<file path="config.mk">
export PLATFORM = sky130hd
export DESIGN_NAME = opg_div
export DESIGN_NICKNAME = d
export VERILOG_FILES = /design/src/opg_pkg.sv /design/src/opg_div.sv
export SDC_FILE = /design/constraint.sdc
export NUM_CORES = 2
export LEC_CHECK = 0
export BUFFER_PORTS_ARGS = -buffer_cell sky130_fd_sc_hd__buf_2
export CORE_MARGIN = 3
export CORE_UTILIZATION = 40
export CTS_CLUSTER_SIZE = 25
export DETAILED_ROUTE_END_ITERATION = 8
export GPL_ROUTABILITY_DRIVEN = 0
export PLACE_DENSITY_LB_ADDON = 0.15
export SLEW_MARGIN = 40
export SYNTH_ARGS = -nofsm -noshare
export SYNTH_HDL_FRONTEND = slang
export SYNTH_SLANG_ARGS = --single-unit
export TNS_END_PERCENT = 20
</file>
<file path="constraint.sdc">
create_clock -name clk -period 16.3 [get_ports clk]
set_clock_uncertainty 0.05 [all_clocks]
set_input_delay 2.445 -clock clk [delete_from_list [all_inputs] [get_ports clk]]
set_output_delay 2.445 -clock clk [all_outputs]
set_load 0.1 [all_outputs]
</file>
<file path="src/opg_pkg.sv">
// Shared types, constants and arithmetic helpers of the orbit point generator.
`default_nettype none

package opg_pkg;

  localparam int unsigned COORD_W = 44;
  localparam int unsigned OUT_W   = 48;
  localparam int unsigned WIDE_W  = 54;

  typedef logic signed [31:0]        trig_t;
  typedef logic signed [COORD_W-1:0] coord_t;
  typedef logic signed [WIDE_W-1:0]  wide_t;

  // Two partial products of a length and a Q1.30 trig value.
  typedef struct packed {
    logic signed [COORD_W+11:0] hi;
    logic signed [52:0]         lo;
  } pp_t;

  typedef struct packed {
    logic [OUT_W-1:0] value;
    logic             clip;
  } emit_t;

  typedef enum logic [2:0] {
    REG_SMA   = 3'd0,
    REG_ECC   = 3'd1,
    REG_INC   = 3'd2,
    REG_NODE  = 3'd3,
    REG_PERI  = 3'd4,
    REG_COUNT = 3'd5
  } reg_index_t;

  localparam trig_t       CORDIC_GAIN  = 32'sh26DD3B6A;
  localparam logic [39:0] RADIUS_LIMIT = 40'hFF_FFFF_FFFF;

  localparam logic [31:0] ATAN_BAM [0:31] = '{
    32'h20000000, 32'h12E4051E, 32'h09FB385B, 32'h051111D4,
    32'h028B0D43, 32'h0145D7E1, 32'h00A2F61E, 32'h00517C55,
    32'h0028BE53, 32'h00145F2F, 32'h000A2F98, 32'h000517CC,
    32'h00028BE6, 32'h000145F3, 32'h0000A2FA, 32'h0000517D,
    32'h000028BE, 32'h0000145F, 32'h00000A30, 32'h00000518,
    32'h0000028C, 32'h00000146, 32'h000000A3, 32'h00000051,
    32'h00000029, 32'h00000014, 32'h0000000A, 32'h00000005,
    32'h00000003, 32'h00000001, 32'h00000001, 32'h00000000
  };

  // The length is split at bit 20 so that the products are 24 by 32 and 21 by 32 bits.
  function automatic pp_t pp_mul(coord_t a, trig_t t);
    logic signed [COORD_W-21:0] ah;
    logic signed [20:0]         al;
    pp_t                        p;
    ah = a[COORD_W-1:20];
    al = {1'b0, a[19:0]};
    p.hi = ah * t;
    p.lo = al * t;
    return p;
  endfunction

  // Floor of length times trig over 2^30, rebuilt from the partial products.
  function automatic coord_t pp_join(pp_t p);
    logic [COORD_W+12:0] s;
    s = {p.hi[COORD_W+11], p.hi} + {{(COORD_W-20){p.lo[52]}}, p.lo[52:20]};
    return s[COORD_W+9:10];
  endfunction

  function automatic wide_t times_1000(coord_t v);
    wide_t ve;
    ve = {{(WIDE_W-COORD_W){v[COORD_W-1]}}, v};
    return (ve <<< 10) - (ve <<< 4) - (ve <<< 3);
  endfunction

  function automatic emit_t clamp_out(wide_t w);
    emit_t e;
    if (w[WIDE_W-1:OUT_W-1] == {(WIDE_W-OUT_W+1){w[WIDE_W-1]}}) begin
      e.value = w[OUT_W-1:0];
      e.clip  = 1'b0;
    end else begin
      e.value = w[WIDE_W-1] ? {1'b1, {(OUT_W-1){1'b0}}} : {1'b0, {(OUT_W-1){1'b1}}};
      e.clip  = 1'b1;
    end
    return e;
  endfunction

endpackage

`default_nettype wire

</file>
<file path="src/opg_div.sv">
// Pipelined restoring divider, SPS quotient bits per stage (the last stage may do fewer).
`default_nettype none

module opg_div
  import opg_pkg::*;
#(
  parameter int unsigned NBITS = 48,
  parameter int unsigned RW = 17,
  parameter int unsigned QW = 32,
  parameter int unsigned SPS = 3,
  localparam int unsigned STAGES = (NBITS + SPS - 1) / SPS
) (
  input  wire logic              clk,
  input  wire logic [STAGES-1:0] stage_en,
  input  wire logic [RW-1:0]     rem_in,
  input  wire logic [NBITS-1:0]  bits_in,
  input  wire logic [RW-1:0]     divisor,
  output logic      [QW-1:0]     quotient
);

  logic [RW-1:0]    rr [STAGES];
  logic [NBITS-1:0] br [STAGES];
  logic [QW-1:0]    qr [STAGES];
  logic [RW-1:0]    dr [STAGES];

  for (genvar s = 0; s < STAGES; s++) begin : g_stage
    logic [RW-1:0]    r_in;
    logic [NBITS-1:0] b_in;
    logic [QW-1:0]    q_in;
    logic [RW-1:0]    d_in;
    logic [RW-1:0]    r_nx;
    logic [NBITS-1:0] b_nx;
    logic [QW-1:0]    q_nx;

    if (s == 0) begin : g_first
      assign r_in = rem_in;
      assign b_in = bits_in;
      assign q_in = '0;
      assign d_in = divisor;
    end else begin : g_next
      assign r_in = rr[s-1];
      assign b_in = br[s-1];
      assign q_in = qr[s-1];
      assign d_in = dr[s-1];
    end

    always_comb begin : step
      logic [RW:0] t;
      r_nx = r_in;
      b_nx = b_in;
      q_nx = q_in;
      for (int j = 0; j < SPS; j++) begin
        if (s * SPS + j < NBITS) begin
          t    = {r_nx, b_nx[NBITS-1]};
          b_nx = {b_nx[NBITS-2:0], 1'b0};
          if (t >= {1'b0, d_in}) begin
            t    = t - {1'b0, d_in};
            q_nx = {q_nx[QW-2:0], 1'b1};
          end else begin
            q_nx = {q_nx[QW-2:0], 1'b0};
          end
          r_nx = t[RW-1:0];
        end
      end
    end

    always_ff @(posedge clk) begin
      if (stage_en[s]) begin
        rr[s] <= r_nx;
        br[s] <= b_nx;
        qr[s] <= q_nx;
        dr[s] <= d_in;
      end
    end
  end

  assign quotient = qr[STAGES-1];

endmodule

`default_nettype wire

</file>
==> flow_metrics.env <==
export IMPL_status="finished, final reports clean"
export IMPL_drtIter0Drc=4288
export IMPL_slowest_stage="a21oi_4"
export IMPL_drt_wl_total_mm=203
export IMPL_pre_cts_slack_ns=4.38
export IMPL_layout_setup_ws_ns=4.97
export IMPL_slew_headroom_pct=43.0
export IMPL_cts_resized=0
export IMPL_startpoint_type="primary input"
export IMPL_syn2layout_area_growth_pct=10.3
export IMPL_drtPass1Iterations=6
export IMPL_clockBufferDepth=3
export IMPL_port_buffer_count=130
export IMPL_slowest_delay_ns=0.52
export IMPL_hold_buffers=0
export IMPL_syn_avg_cell_area_um2=10.4
export IMPL_core_area_um2=193000
export IMPL_die_h_um=448
export IMPL_layout_nets=8696
export IMPL_grt_pass1_vias=56065
export IMPL_num_fill_cells=18083
export IMPL_grt_overflow_total=0
export IMPL_synthCells=7538
export IMPL_finalCritPeriodShare_pct=69.5
export IMPL_setup_viol=0
export IMPL_hold_viol=0
export IMPL_dp_hpwl_mm=161
export IMPL_synth_nets=8500
export IMPL_arrival_ns=11.79
export IMPL_postCtsSetupRepairBufs=0
export IMPL_rsz0062_at_grt="no"
export IMPL_vias=57775
export IMPL_cts_tree="built"
export IMPL_final_max_slew_viol_count=0
export IMPL_cts_buffers=131
export IMPL_cp_data_required_time_ns=16.75
export IMPL_die_area_um2=201000
export IMPL_fin_tns_setup_ns=0
export IMPL_synth_cell_type_count=114
export IMPL_finalWorstPathRequiredPeriod_ns=11.33
export IMPL_grt_max_degree=56
export IMPL_wl_per_cell_um=19.6
export IMPL_start_util_pct=40.4
export IMPL_worst_setup_path_type="in2reg"
export IMPL_clock_fmax_mhz=88.2
export IMPL_ys_ff_latch=1057
export IMPL_syn_cell_area_um2=78100
export IMPL_grt_pass1_wl_mm=315
export IMPL_async_reset_ff_share_pct=0
export IMPL_synth_edf_count=1057
export IMPL_clock_latency_ns=0.76
export IMPL_drive_gt1_share_pct=10.8
export IMPL_htreeDepth=4
export IMPL_grt_usage_pct=19.9
export IMPL_drc=0
export IMPL_cts_sinks=1057
export IMPL_endpoint_kind="flip-flop"
export IMPL_detail_route_antenna_nets=0
export IMPL_seq_area_frac_synth_pct=40.6
export IMPL_antenna_found_initial=3
export IMPL_drv_cap=0
export IMPL_io_pins=131
export IMPL_cts_reportedPaths_clkPinSlew_ns=0.06
export IMPL_rows=161
export IMPL_ys_warn_count=0
export IMPL_path_max_fanout=17
export IMPL_via_per_inst=5.57
export IMPL_die_x_um=448
export IMPL_synthFlopType="edfxtp_1"
export IMPL_hold_slack_ns=0.357
export IMPL_root_buffer="clkbuf_16"
export IMPL_hold_class="reg2reg"
export IMPL_tightest_slew_ns=0.843
==> sequential cells by signal, summed over array words and instances, names as in the netlist <==
name,cells
qr,187
dr,255
rr,255
br,360
==> cells in the mapped netlist, types with 100 or more instances <==
cell,count,area [um2]
mux2_2,333,3750
o21a_1,111,833
o21ai_0,441,2210
edfxtp_1,1057,31700
a21o_1,237,1780
nand3_1,143,716
ha_1,816,10200
nor2b_1,100,626
nand4_1,108,676
a21oi_1,569,2850
nor3_1,143,716
xnor2_1,376,3290
nor2_1,518,1940
inv_1,589,2210
xor2_1,216,1890
nand2_1,416,1560
==> routing by layer <==
| metal | global-route usage (%) | part of all wire, % | vias to the layer above | routed length (um) |
|---|---|---|---|---|
| li1 | - | - | 28672 | - |
| met1 | 27.9 | 48 | 27696 | 97200 |
| met2 | 32.2 | 46 | 1137 | 92500 |
| met3 | 2.65 | 4.1 | 270 | 8430 |
| met4 | 5.31 | 2.5 | 0 | 5110 |
| met5 | 0 | 0 | - | 0 |
==> cells in the final DEF (no fill, tap or decap), types with 24 or more instances in the layout <==
master,n
edfxtp_1,1057
ha_1,816
inv_1,589
a21oi_1,569
nor2_1,518
o21ai_0,440
nand2_1,415
xnor2_1,376
mux2_2,333
a21o_1,237
xor2_1,216
nor3_1,143
nand3_1,141
clkbuf_16,132
buf_2,118
o21a_1,111
nand4_1,108
nor2b_1,100
nand2b_1,96
mux2i_1,95
a31oi_1,77
and3_1,68
o21bai_1,67
a211oi_1,66
buf_4,55
fa_1,47
o31ai_1,45
or3_1,44
or2_2,41
o211ai_1,39
nor4_1,36
and2_1,35
a21boi_0,28
o221ai_1,28
a211o_1,25
and4_1,24
mux2_1,24
==> worst max-delay path: cells and delay by family <==
family	cells	cell delay [ns]
AO/OA/AOI/OAI	22	6.07
adder cells (fa/ha/maj)	4	1.41
buffers and inverters	6	0.87
multiplexers	2	0.68
AND/OR/NAND/NOR	2	0.27
==> through the flow <==
stage	area, um2	instances	util (%)
after floorplan	78100	7538	-
after global placement	81800	10124	42.3
after detailed placement	81900	10127	42.3
after CTS	86200	10365	44.6
after global routing	86200	10366	44.6
final	86200	10367	44.6
==> cell families (layout without fill, tap and decap cells) <==
kind of cell | Yosys count | in the layout | share of synthesized area [%]
XOR/XNOR | 592 | 592 | 6.63
AO/OA/AOI/OAI | 2027 | 2027 | 17.0
adder cells (fa/ha/maj) | 863 | 863 | 14.3
other | 0 | 2 | 0
AND/OR/NAND/NOR | 1831 | 1831 | 11.5
flip-flops | 1057 | 1057 | 40.6
multiplexers | 461 | 461 | 6.54
buffers and inverters | 707 | 1008 | 3.50
==> worst paths after layout <==
check,start,to,slack (ns),cells after the start
worst max-delay path,bits_in[47],rr[0][6]$_DFFE_PP_,4.97,36
worst min-delay path,qr[1][209]$_DFFE_PP_,qr[1][244]$_DFFE_PP_,0.36,0
worst max register to register,dr[0][119]$_DFFE_PP_,rr[1][4]$_DFFE_PP_,6.14,31
worst min register to register,qr[1][209]$_DFFE_PP_,qr[1][244]$_DFFE_PP_,0.36,0
==> cell type report <==
cell class / count / area (um2) / share of cell area, %
antenna: 2 / 5.00 / 0.00581
multi-input combinational: 5774 / 43700 / 50.7
clock inverter: 85 / 947 / 1.10
clock buffer: 153 / 3380 / 3.92
timing repair buffer: 174 / 1010 / 1.18
sequential: 1057 / 31700 / 36.8
tap: 2526 / 3160 / 3.67
inverter: 596 / 2240 / 2.60
Power is left out: the tool's default activity adds up to more than one toggle a clock period on the data nets, which glitch-free logic cannot reach.
