**src/opg_pkg.sv**
```systemverilog
// Shared types, constants and arithmetic helpers of the orbit point generator.
`default_nettype none

package opg_pkg;

  localparam int unsigned COORD_W = 44;
  localparam int unsigned OUT_W   = 48;
  localparam int unsigned WIDE_W  = 54;

  typedef logic signed [31:0]        trig_t;
  typedef logic signed [COORD_W-1:0] coord_t;
  typedef logic signed [WIDE_W-1:0]  wide_t;

  // Two partial products of a length and a Q1.30 trig value.
  typedef struct packed {
    logic signed [COORD_W+11:0] hi;
    logic signed [52:0]         lo;
  } pp_t;

  typedef struct packed {
    logic [OUT_W-1:0] value;
    logic             clip;
  } emit_t;

  typedef enum logic [2:0] {
    REG_SMA   = 3'd0,
    REG_ECC   = 3'd1,
    REG_INC   = 3'd2,
    REG_NODE  = 3'd3,
    REG_PERI  = 3'd4,
    REG_COUNT = 3'd5
  } reg_index_t;

  localparam trig_t       CORDIC_GAIN  = 32'sh26DD3B6A;
  localparam logic [39:0] RADIUS_LIMIT = 40'hFF_FFFF_FFFF;

  localparam logic [31:0] ATAN_BAM [0:31] = '{
    32'h20000000, 32'h12E4051E, 32'h09FB385B, 32'h051111D4,
    32'h028B0D43, 32'h0145D7E1, 32'h00A2F61E, 32'h00517C55,
    32'h0028BE53, 32'h00145F2F, 32'h000A2F98, 32'h000517CC,
    32'h00028BE6, 32'h000145F3, 32'h0000A2FA, 32'h0000517D,
    32'h000028BE, 32'h0000145F, 32'h00000A30, 32'h00000518,
    32'h0000028C, 32'h00000146, 32'h000000A3, 32'h00000051,
    32'h00000029, 32'h00000014, 32'h0000000A, 32'h00000005,
    32'h00000003, 32'h00000001, 32'h00000001, 32'h00000000
  };

  // The length is split at bit 20 so that the products are 24 by 32 and 21 by 32 bits.
  function automatic pp_t pp_mul(coord_t a, trig_t t);
    logic signed [COORD_W-21:0] ah;
    logic signed [20:0]         al;
    pp_t                        p;
    ah = a[COORD_W-1:20];
    al = {1'b0, a[19:0]};
    p.hi = ah * t;
    p.lo = al * t;
    return p;
  endfunction

  // Floor of length times trig over 2^30, rebuilt from the partial products.
  function automatic coord_t pp_join(pp_t p);
    logic [COORD_W+12:0] s;
    s = {p.hi[COORD_W+11], p.hi} + {{(COORD_W-20){p.lo[52]}}, p.lo[52:20]};
    return s[COORD_W+9:10];
  endfunction

  function automatic wide_t times_1000(coord_t v);
    wide_t ve;
    ve = {{(WIDE_W-COORD_W){v[COORD_W-1]}}, v};
    return (ve <<< 10) - (ve <<< 4) - (ve <<< 3);
  endfunction

  function automatic emit_t clamp_out(wide_t w);
    emit_t e;
    if (w[WIDE_W-1:OUT_W-1] == {(WIDE_W-OUT_W+1){w[WIDE_W-1]}}) begin
      e.value = w[OUT_W-1:0];
      e.clip  = 1'b0;
    end else begin
      e.value = w[WIDE_W-1] ? {1'b1, {(OUT_W-1){1'b0}}} : {1'b0, {(OUT_W-1){1'b1}}};
      e.clip  = 1'b1;
    end
    return e;
  endfunction

endpackage

`default_nettype wire

```
**src/opg_cordic.sv**
```systemverilog
// Pipelined rotation-mode CORDIC giving Q1.30 cosine and sine of a binary angle.
`default_nettype none

module opg_cordic
  import opg_pkg::*;
#(
  parameter int unsigned ITERATIONS = 16,
  localparam int unsigned NI = (ITERATIONS + 1) / 2,
  localparam int unsigned STAGES = NI + 1
) (
  input  wire logic              clk,
  input  wire logic [STAGES-1:0] stage_en,
  input  wire logic [31:0]       angle,
  output trig_t                  cos_val,
  output trig_t                  sin_val
);

  trig_t xr [NI];
  trig_t yr [NI];
  trig_t zr [NI];
  logic  fr [NI];

  for (genvar s = 0; s < NI; s++) begin : g_stage
    trig_t x_in, y_in, z_in;
    logic  f_in;
    trig_t x_nx, y_nx, z_nx;

    if (s == 0) begin : g_first
      // Angles in the second and third quadrant are turned by half a turn
      // and the results negated at the end.
      assign f_in = (angle[31:30] == 2'b01) || (angle[31:30] == 2'b10);
      assign x_in = CORDIC_GAIN;
      assign y_in = '0;
      assign z_in = f_in ? (angle ^ 32'h8000_0000) : angle;
    end else begin : g_next
      assign f_in = fr[s-1];
      assign x_in = xr[s-1];
      assign y_in = yr[s-1];
      assign z_in = zr[s-1];
    end

    always_comb begin : iter
      trig_t dx, dy;
      x_nx = x_in;
      y_nx = y_in;
      z_nx = z_in;
      for (int j = 0; j < 2; j++) begin
        if (2 * s + j < ITERATIONS) begin
          dx = y_nx >>> (2 * s + j);
          dy = x_nx >>> (2 * s + j);
          if (!z_nx[31]) begin
            x_nx = x_nx - dx;
            y_nx = y_nx + dy;
            z_nx = z_nx - $signed(ATAN_BAM[2 * s + j]);
          end else begin
            x_nx = x_nx + dx;
            y_nx = y_nx - dy;
            z_nx = z_nx + $signed(ATAN_BAM[2 * s + j]);
          end
        end
      end
    end

    always_ff @(posedge clk) begin
      if (stage_en[s]) begin
        xr[s] <= x_nx;
        yr[s] <= y_nx;
        zr[s] <= z_nx;
        fr[s] <= f_in;
      end
    end
  end

  always_ff @(posedge clk) begin
    if (stage_en[NI]) begin
      cos_val <= fr[NI-1] ? -xr[NI-1] : xr[NI-1];
      sin_val <= fr[NI-1] ? -yr[NI-1] : yr[NI-1];
    end
  end

endmodule

`default_nettype wire

```
**config.mk**
```make
export PLATFORM = sky130hd
export DESIGN_NAME = opg_cordic
export DESIGN_NICKNAME = d
export VERILOG_FILES = /design/src/opg_pkg.sv /design/src/opg_cordic.sv
export SDC_FILE = /design/constraint.sdc
export NUM_CORES = 2
export LEC_CHECK = 0
export BUFFER_PORTS_ARGS = -buffer_cell sky130_fd_sc_hd__clkbuf_2
export CORE_ASPECT_RATIO = 1.2
export CORE_MARGIN = 4
export CORE_UTILIZATION = 50
export CTS_BUF_LIST = sky130_fd_sc_hd__clkbuf_8
export CTS_CLUSTER_DIAMETER = 200
export CTS_CLUSTER_SIZE = 20
export DETAILED_ROUTE_END_ITERATION = 10
export PLACE_DENSITY = 0.74
export SLEW_MARGIN = 40
export SYNTH_ARGS = -nofsm -noshare
export SYNTH_HDL_FRONTEND = slang
export SYNTH_SLANG_ARGS = --single-unit
export TNS_END_PERCENT = 1
```
**constraint.sdc**
```tcl
create_clock -name clk -period 7.91 [get_ports clk]
set_clock_uncertainty 0.15 [all_clocks]
set_input_delay 0.791 -clock clk [delete_from_list [all_inputs] [get_ports clk]]
set_output_delay 0.791 -clock clk [all_outputs]
set_load 0.1 [all_outputs]
```
==> reports/qor.tcl <==
set qor(floorplan.io_pins) 106
set qor(dpl.hpwl_mm) 240
set qor(yosys_register_bits) 752
set qor(grt_first_pass_wirelength_mm) 454
set qor(setup_viol_count_final) 0
set qor(maxCapViolCount) 0
set qor(setup_repair_after_global_routing_missed_its_margin) {true}
set qor(clk-insertion-delay-late_ns) 0.82
set qor(globalRouteMet1Util_pct) 31.8
set qor(hold_class) {in2reg}
set qor(cts-buffers-inserted) 43
set qor(grt_most_used_layer) {met2}
set qor(drtIter0Drc) 5879
set qor(netlist-cell-type-count) 118
set qor(drv_slew) 0
set qor(period_share_pct) 98.5
set qor(synthesis.yosys.warnings) 0
set qor(async_reset_ff_share_pct) 0
set qor(global_route.usage.met3_pct) 2.25
set qor(number_of_flops_mapped_to_enable_cells_by_yosys) 752
set qor(via_count_of_the_first_global_routing_pass) 86600
set qor(cts.clk_slew.worst_paths_ns) 0.12
set qor(relSlewSlack_pct) 37.9
set qor(num_rows) 178
set qor(primary_flip_flop_cell_chosen_by_synthesis_mapping) {sky130_fd_sc_hd__edfxtp_1}
set qor(vias_per_cell) 5.97
set qor(max_slew.worst_pin.slew_ns) 0.925
set qor(antenna_found_initial) 3
set qor(globalRouteTotalUtil_pct) 27.1
set qor(synth.cell_area_um2) 98300
set qor(num-fill-cells) 17700
set qor(cts.htree.levels) 2
set qor(multi_input_comb_area_um2) 74100
set qor(endpoint_type_of_the_worst_setup_path) {register}
set qor(syn-mean-instance-area_um2) 8.50
set qor(ant_nets) 0
set qor(die_w_um) 413
set qor(drive_above_1_share_pct) 10.5
set qor(die_y_um) 494
set qor(finalHoldViolations) 0
set qor(cts_max_path_buffers) 3
set qor(global_route.usage.met2_pct) 50.3
set qor(pin_count_of_the_biggest_net_entering_global_routing) 75
set qor(critical_path_class) {reg2reg}
set qor(fp.dieArea_um2) 204000
set qor(floorplan.initialDensity_pct) 50.2
set qor(worst-endpoint-arrival_ns) 8.13
set qor(final_net_count) 13700
set qor(mappedNetlistNets) 13000
set qor(place.gp.congestion) 0.980
set qor(drtPass1Iterations) 6
set qor(crit_fanout) 6
set qor(routed-via-count) 88800
set qor(area_of_the_core_um2) 196000
set qor(required_ns) 8.25
set qor(cts_num_sinks) 752
set qor(outcome) {completed}
set qor(layout-area-overhead-vs-synth_pct) 10.8
set qor(regArea_um2) 22600
set qor(port_buffers) 105
set qor(fin_setup_tns_ns) 0
set qor(globalRoute.totalOverflow) 0
set qor(timing.fmax_ghz) 0.128
set qor(cts-root-buf) {sky130_fd_sc_hd__clkbuf_8}
set qor(detail_route.wl_per_cell_um) 19.3
set qor(route.final.wire_length_mm) 287
set qor(tritoncts) {built}
set qor(fraction_of_the_yosys_area_taken_by_sequential_cells_pct) 23.0
set qor(drt_drc_violations_left) 0
set qor(synthCells) 11600
set qor(finalWorstPathRequiredPeriod_ns) 7.79
set qor(setup.worst_path.start_class) {register}
==> metrics by stage <==
step | hold WS, ns | utilization [%] | cells | worst slack [ns] | instance area, um^2
final | 0.0769 | 55.7 | 14900 | 0.121 | 109000
after global routing | 0.0233 | 55.7 | 14900 | -0.241 | 109000
after CTS | 0.00224 | 55.0 | 14800 | -0.0145 | 108000
after detailed placement | 0.264 | 54.6 | 14800 | -0.313 | 107000
after global placement | 0.254 | 54.6 | 14800 | -0.212 | 107000
after floorplan | 0.250 | - | 11600 | -0.116 | 98300
==> flip-flops by register name (all words and copies together) (netlist names) <==
name and cells:
yr 231, cos_val 32, fr 8, sin_val 32, zr 223, xr 226
==> synth_stat cells, drive strengths merged (127+ instances only) <==
cell type | n | area share, %
a21o | 501 | 3.8
xnor2 | 1163 | 10
nor2 | 1016 | 3.9
inv | 545 | 2.1
a21oi | 1145 | 5.8
o21a | 195 | 1.5
a31oi | 127 | 0.82
clkbuf | 143 | 0.55
ha | 1366 | 17
nor2b | 198 | 1.3
o21ai | 716 | 3.7
nand2 | 705 | 2.7
edfxtp | 752 | 23
nand3 | 200 | 1.0
nand2b | 199 | 1.3
nor3 | 283 | 1.5
xor2 | 527 | 4.7
==> cell usage in the layout (no fill, tap or decap), types with 34 or more instances in the layout <==
cell type,count
sky130_fd_sc_hd__edfxtp_1,752
sky130_fd_sc_hd__nand3_1,196
sky130_fd_sc_hd__and2_1,74
sky130_fd_sc_hd__a21o_1,496
sky130_fd_sc_hd__nand2b_1,199
sky130_fd_sc_hd__nor4_1,50
sky130_fd_sc_hd__nand2_1,704
sky130_fd_sc_hd__fa_1,39
sky130_fd_sc_hd__o211ai_1,74
sky130_fd_sc_hd__a31oi_1,118
sky130_fd_sc_hd__or3_1,95
sky130_fd_sc_hd__mux2i_1,50
sky130_fd_sc_hd__nor2_1,1006
sky130_fd_sc_hd__a21boi_0,49
sky130_fd_sc_hd__or2_2,56
sky130_fd_sc_hd__nor3_1,257
sky130_fd_sc_hd__mux2_2,48
sky130_fd_sc_hd__a31o_2,34
sky130_fd_sc_hd__clkbuf_8,43
sky130_fd_sc_hd__nand4_1,85
sky130_fd_sc_hd__buf_4,719
sky130_fd_sc_hd__nor2b_1,194
sky130_fd_sc_hd__o21bai_1,125
sky130_fd_sc_hd__o31ai_1,83
sky130_fd_sc_hd__xnor2_1,1152
sky130_fd_sc_hd__o21a_1,195
sky130_fd_sc_hd__o21ai_0,673
sky130_fd_sc_hd__inv_1,542
sky130_fd_sc_hd__a211oi_1,93
sky130_fd_sc_hd__and3_1,106
sky130_fd_sc_hd__xor2_1,523
sky130_fd_sc_hd__o21ai_1,36
sky130_fd_sc_hd__clkbuf_2,98
sky130_fd_sc_hd__or4_1,43
sky130_fd_sc_hd__ha_1,1360
sky130_fd_sc_hd__a21oi_1,1126
sky130_fd_sc_hd__o41ai_1,40
==> cell families (layout without fill, tap and decap cells) <==
group	Yosys count	count (layout)	synth area share (%)
XOR/XNOR	1693	1693	15.1
buffers and inverters	730	1439	2.80
flip-flops	752	752	23.0
multiplexers	99	99	1.07
other	0	3	0
AND/OR/NAND/NOR	3272	3272	16.3
AO/OA/AOI/OAI	3611	3611	23.6
adder cells (fa/ha/maj)	1405	1405	18.2
==> layer usage <==
layer  share of wire, %  vias up  routed length [um]
li1                   -    44000                   -
met1                 41    42000              117000
met2                 50     2228              145000
met3                3.8      560               10900
met4                5.1        2               14700
met5             0.0024        -                   7
==> final cells by class <==
| type | count | area share (%) |
|---|---|---|
| multi-input cells | 10100 | 68.0 |
| repair buffers | 841 | 5.77 |
| clock buffers | 43 | 0.543 |
| diodes | 3 | 0.00689 |
| clock inverters | 3 | 0.0241 |
| flip-flops and latches | 752 | 20.7 |
| inverters | 552 | 1.91 |
| well taps | 2610 | 3.00 |
==> worst paths after layout <==
check                           slack, ns      start        end  depth (start not counted)
worst max-delay path                 0.12  yr[0][45]  yr[0][95]                         27
worst min-delay path                 0.08   angle[0]   zr[0][0]                          1
worst max register to register       0.12  yr[0][45]  yr[0][95]                         27
worst min register to register       0.30   fr[0][2]   fr[0][3]                          0
==> worst max-delay path, cell delays in order, from the launching register on <==
cell                        delay (ns)
sky130_fd_sc_hd__edfxtp_1         0.52
sky130_fd_sc_hd__nor3_2           0.31
sky130_fd_sc_hd__nand2_1          0.16
sky130_fd_sc_hd__nor4_2           0.27
sky130_fd_sc_hd__nor4bb_1         0.33
sky130_fd_sc_hd__buf_4            0.21
sky130_fd_sc_hd__a21oi_1          0.08
sky130_fd_sc_hd__xor2_1           0.15
sky130_fd_sc_hd__ha_1             0.37
sky130_fd_sc_hd__and3_1           0.19
sky130_fd_sc_hd__and2_1           0.18
sky130_fd_sc_hd__a221o_1          0.35
sky130_fd_sc_hd__o21bai_1         0.21
sky130_fd_sc_hd__a22o_1           0.27
sky130_fd_sc_hd__a2111oi_1        0.41
sky130_fd_sc_hd__nor3_1           0.20
sky130_fd_sc_hd__or4_1            0.61
sky130_fd_sc_hd__o21ai_0          0.23
sky130_fd_sc_hd__xor2_1           0.21
sky130_fd_sc_hd__ha_1             0.31
sky130_fd_sc_hd__o21a_1           0.15
sky130_fd_sc_hd__o21ai_0          0.16
sky130_fd_sc_hd__a31oi_1          0.10
sky130_fd_sc_hd__o41ai_2          0.40
sky130_fd_sc_hd__o21ai_0          0.22
sky130_fd_sc_hd__a21o_1           0.22
sky130_fd_sc_hd__a21oi_1          0.18
sky130_fd_sc_hd__xnor3_1          0.33
==> what timing repair did <==
action / in CTS / in global routing
pin swaps: 0 / 41
hold endpoints to repair: 1 / 0
buffers inserted: 0 / 39
gates resized for setup: 16 / 234
hold buffers: 1 / 0
setup endpoints to repair: 17 / 110
Power is not shown: default switching activity piles up to over one toggle a cycle in this logic, so the estimate is an artifact.
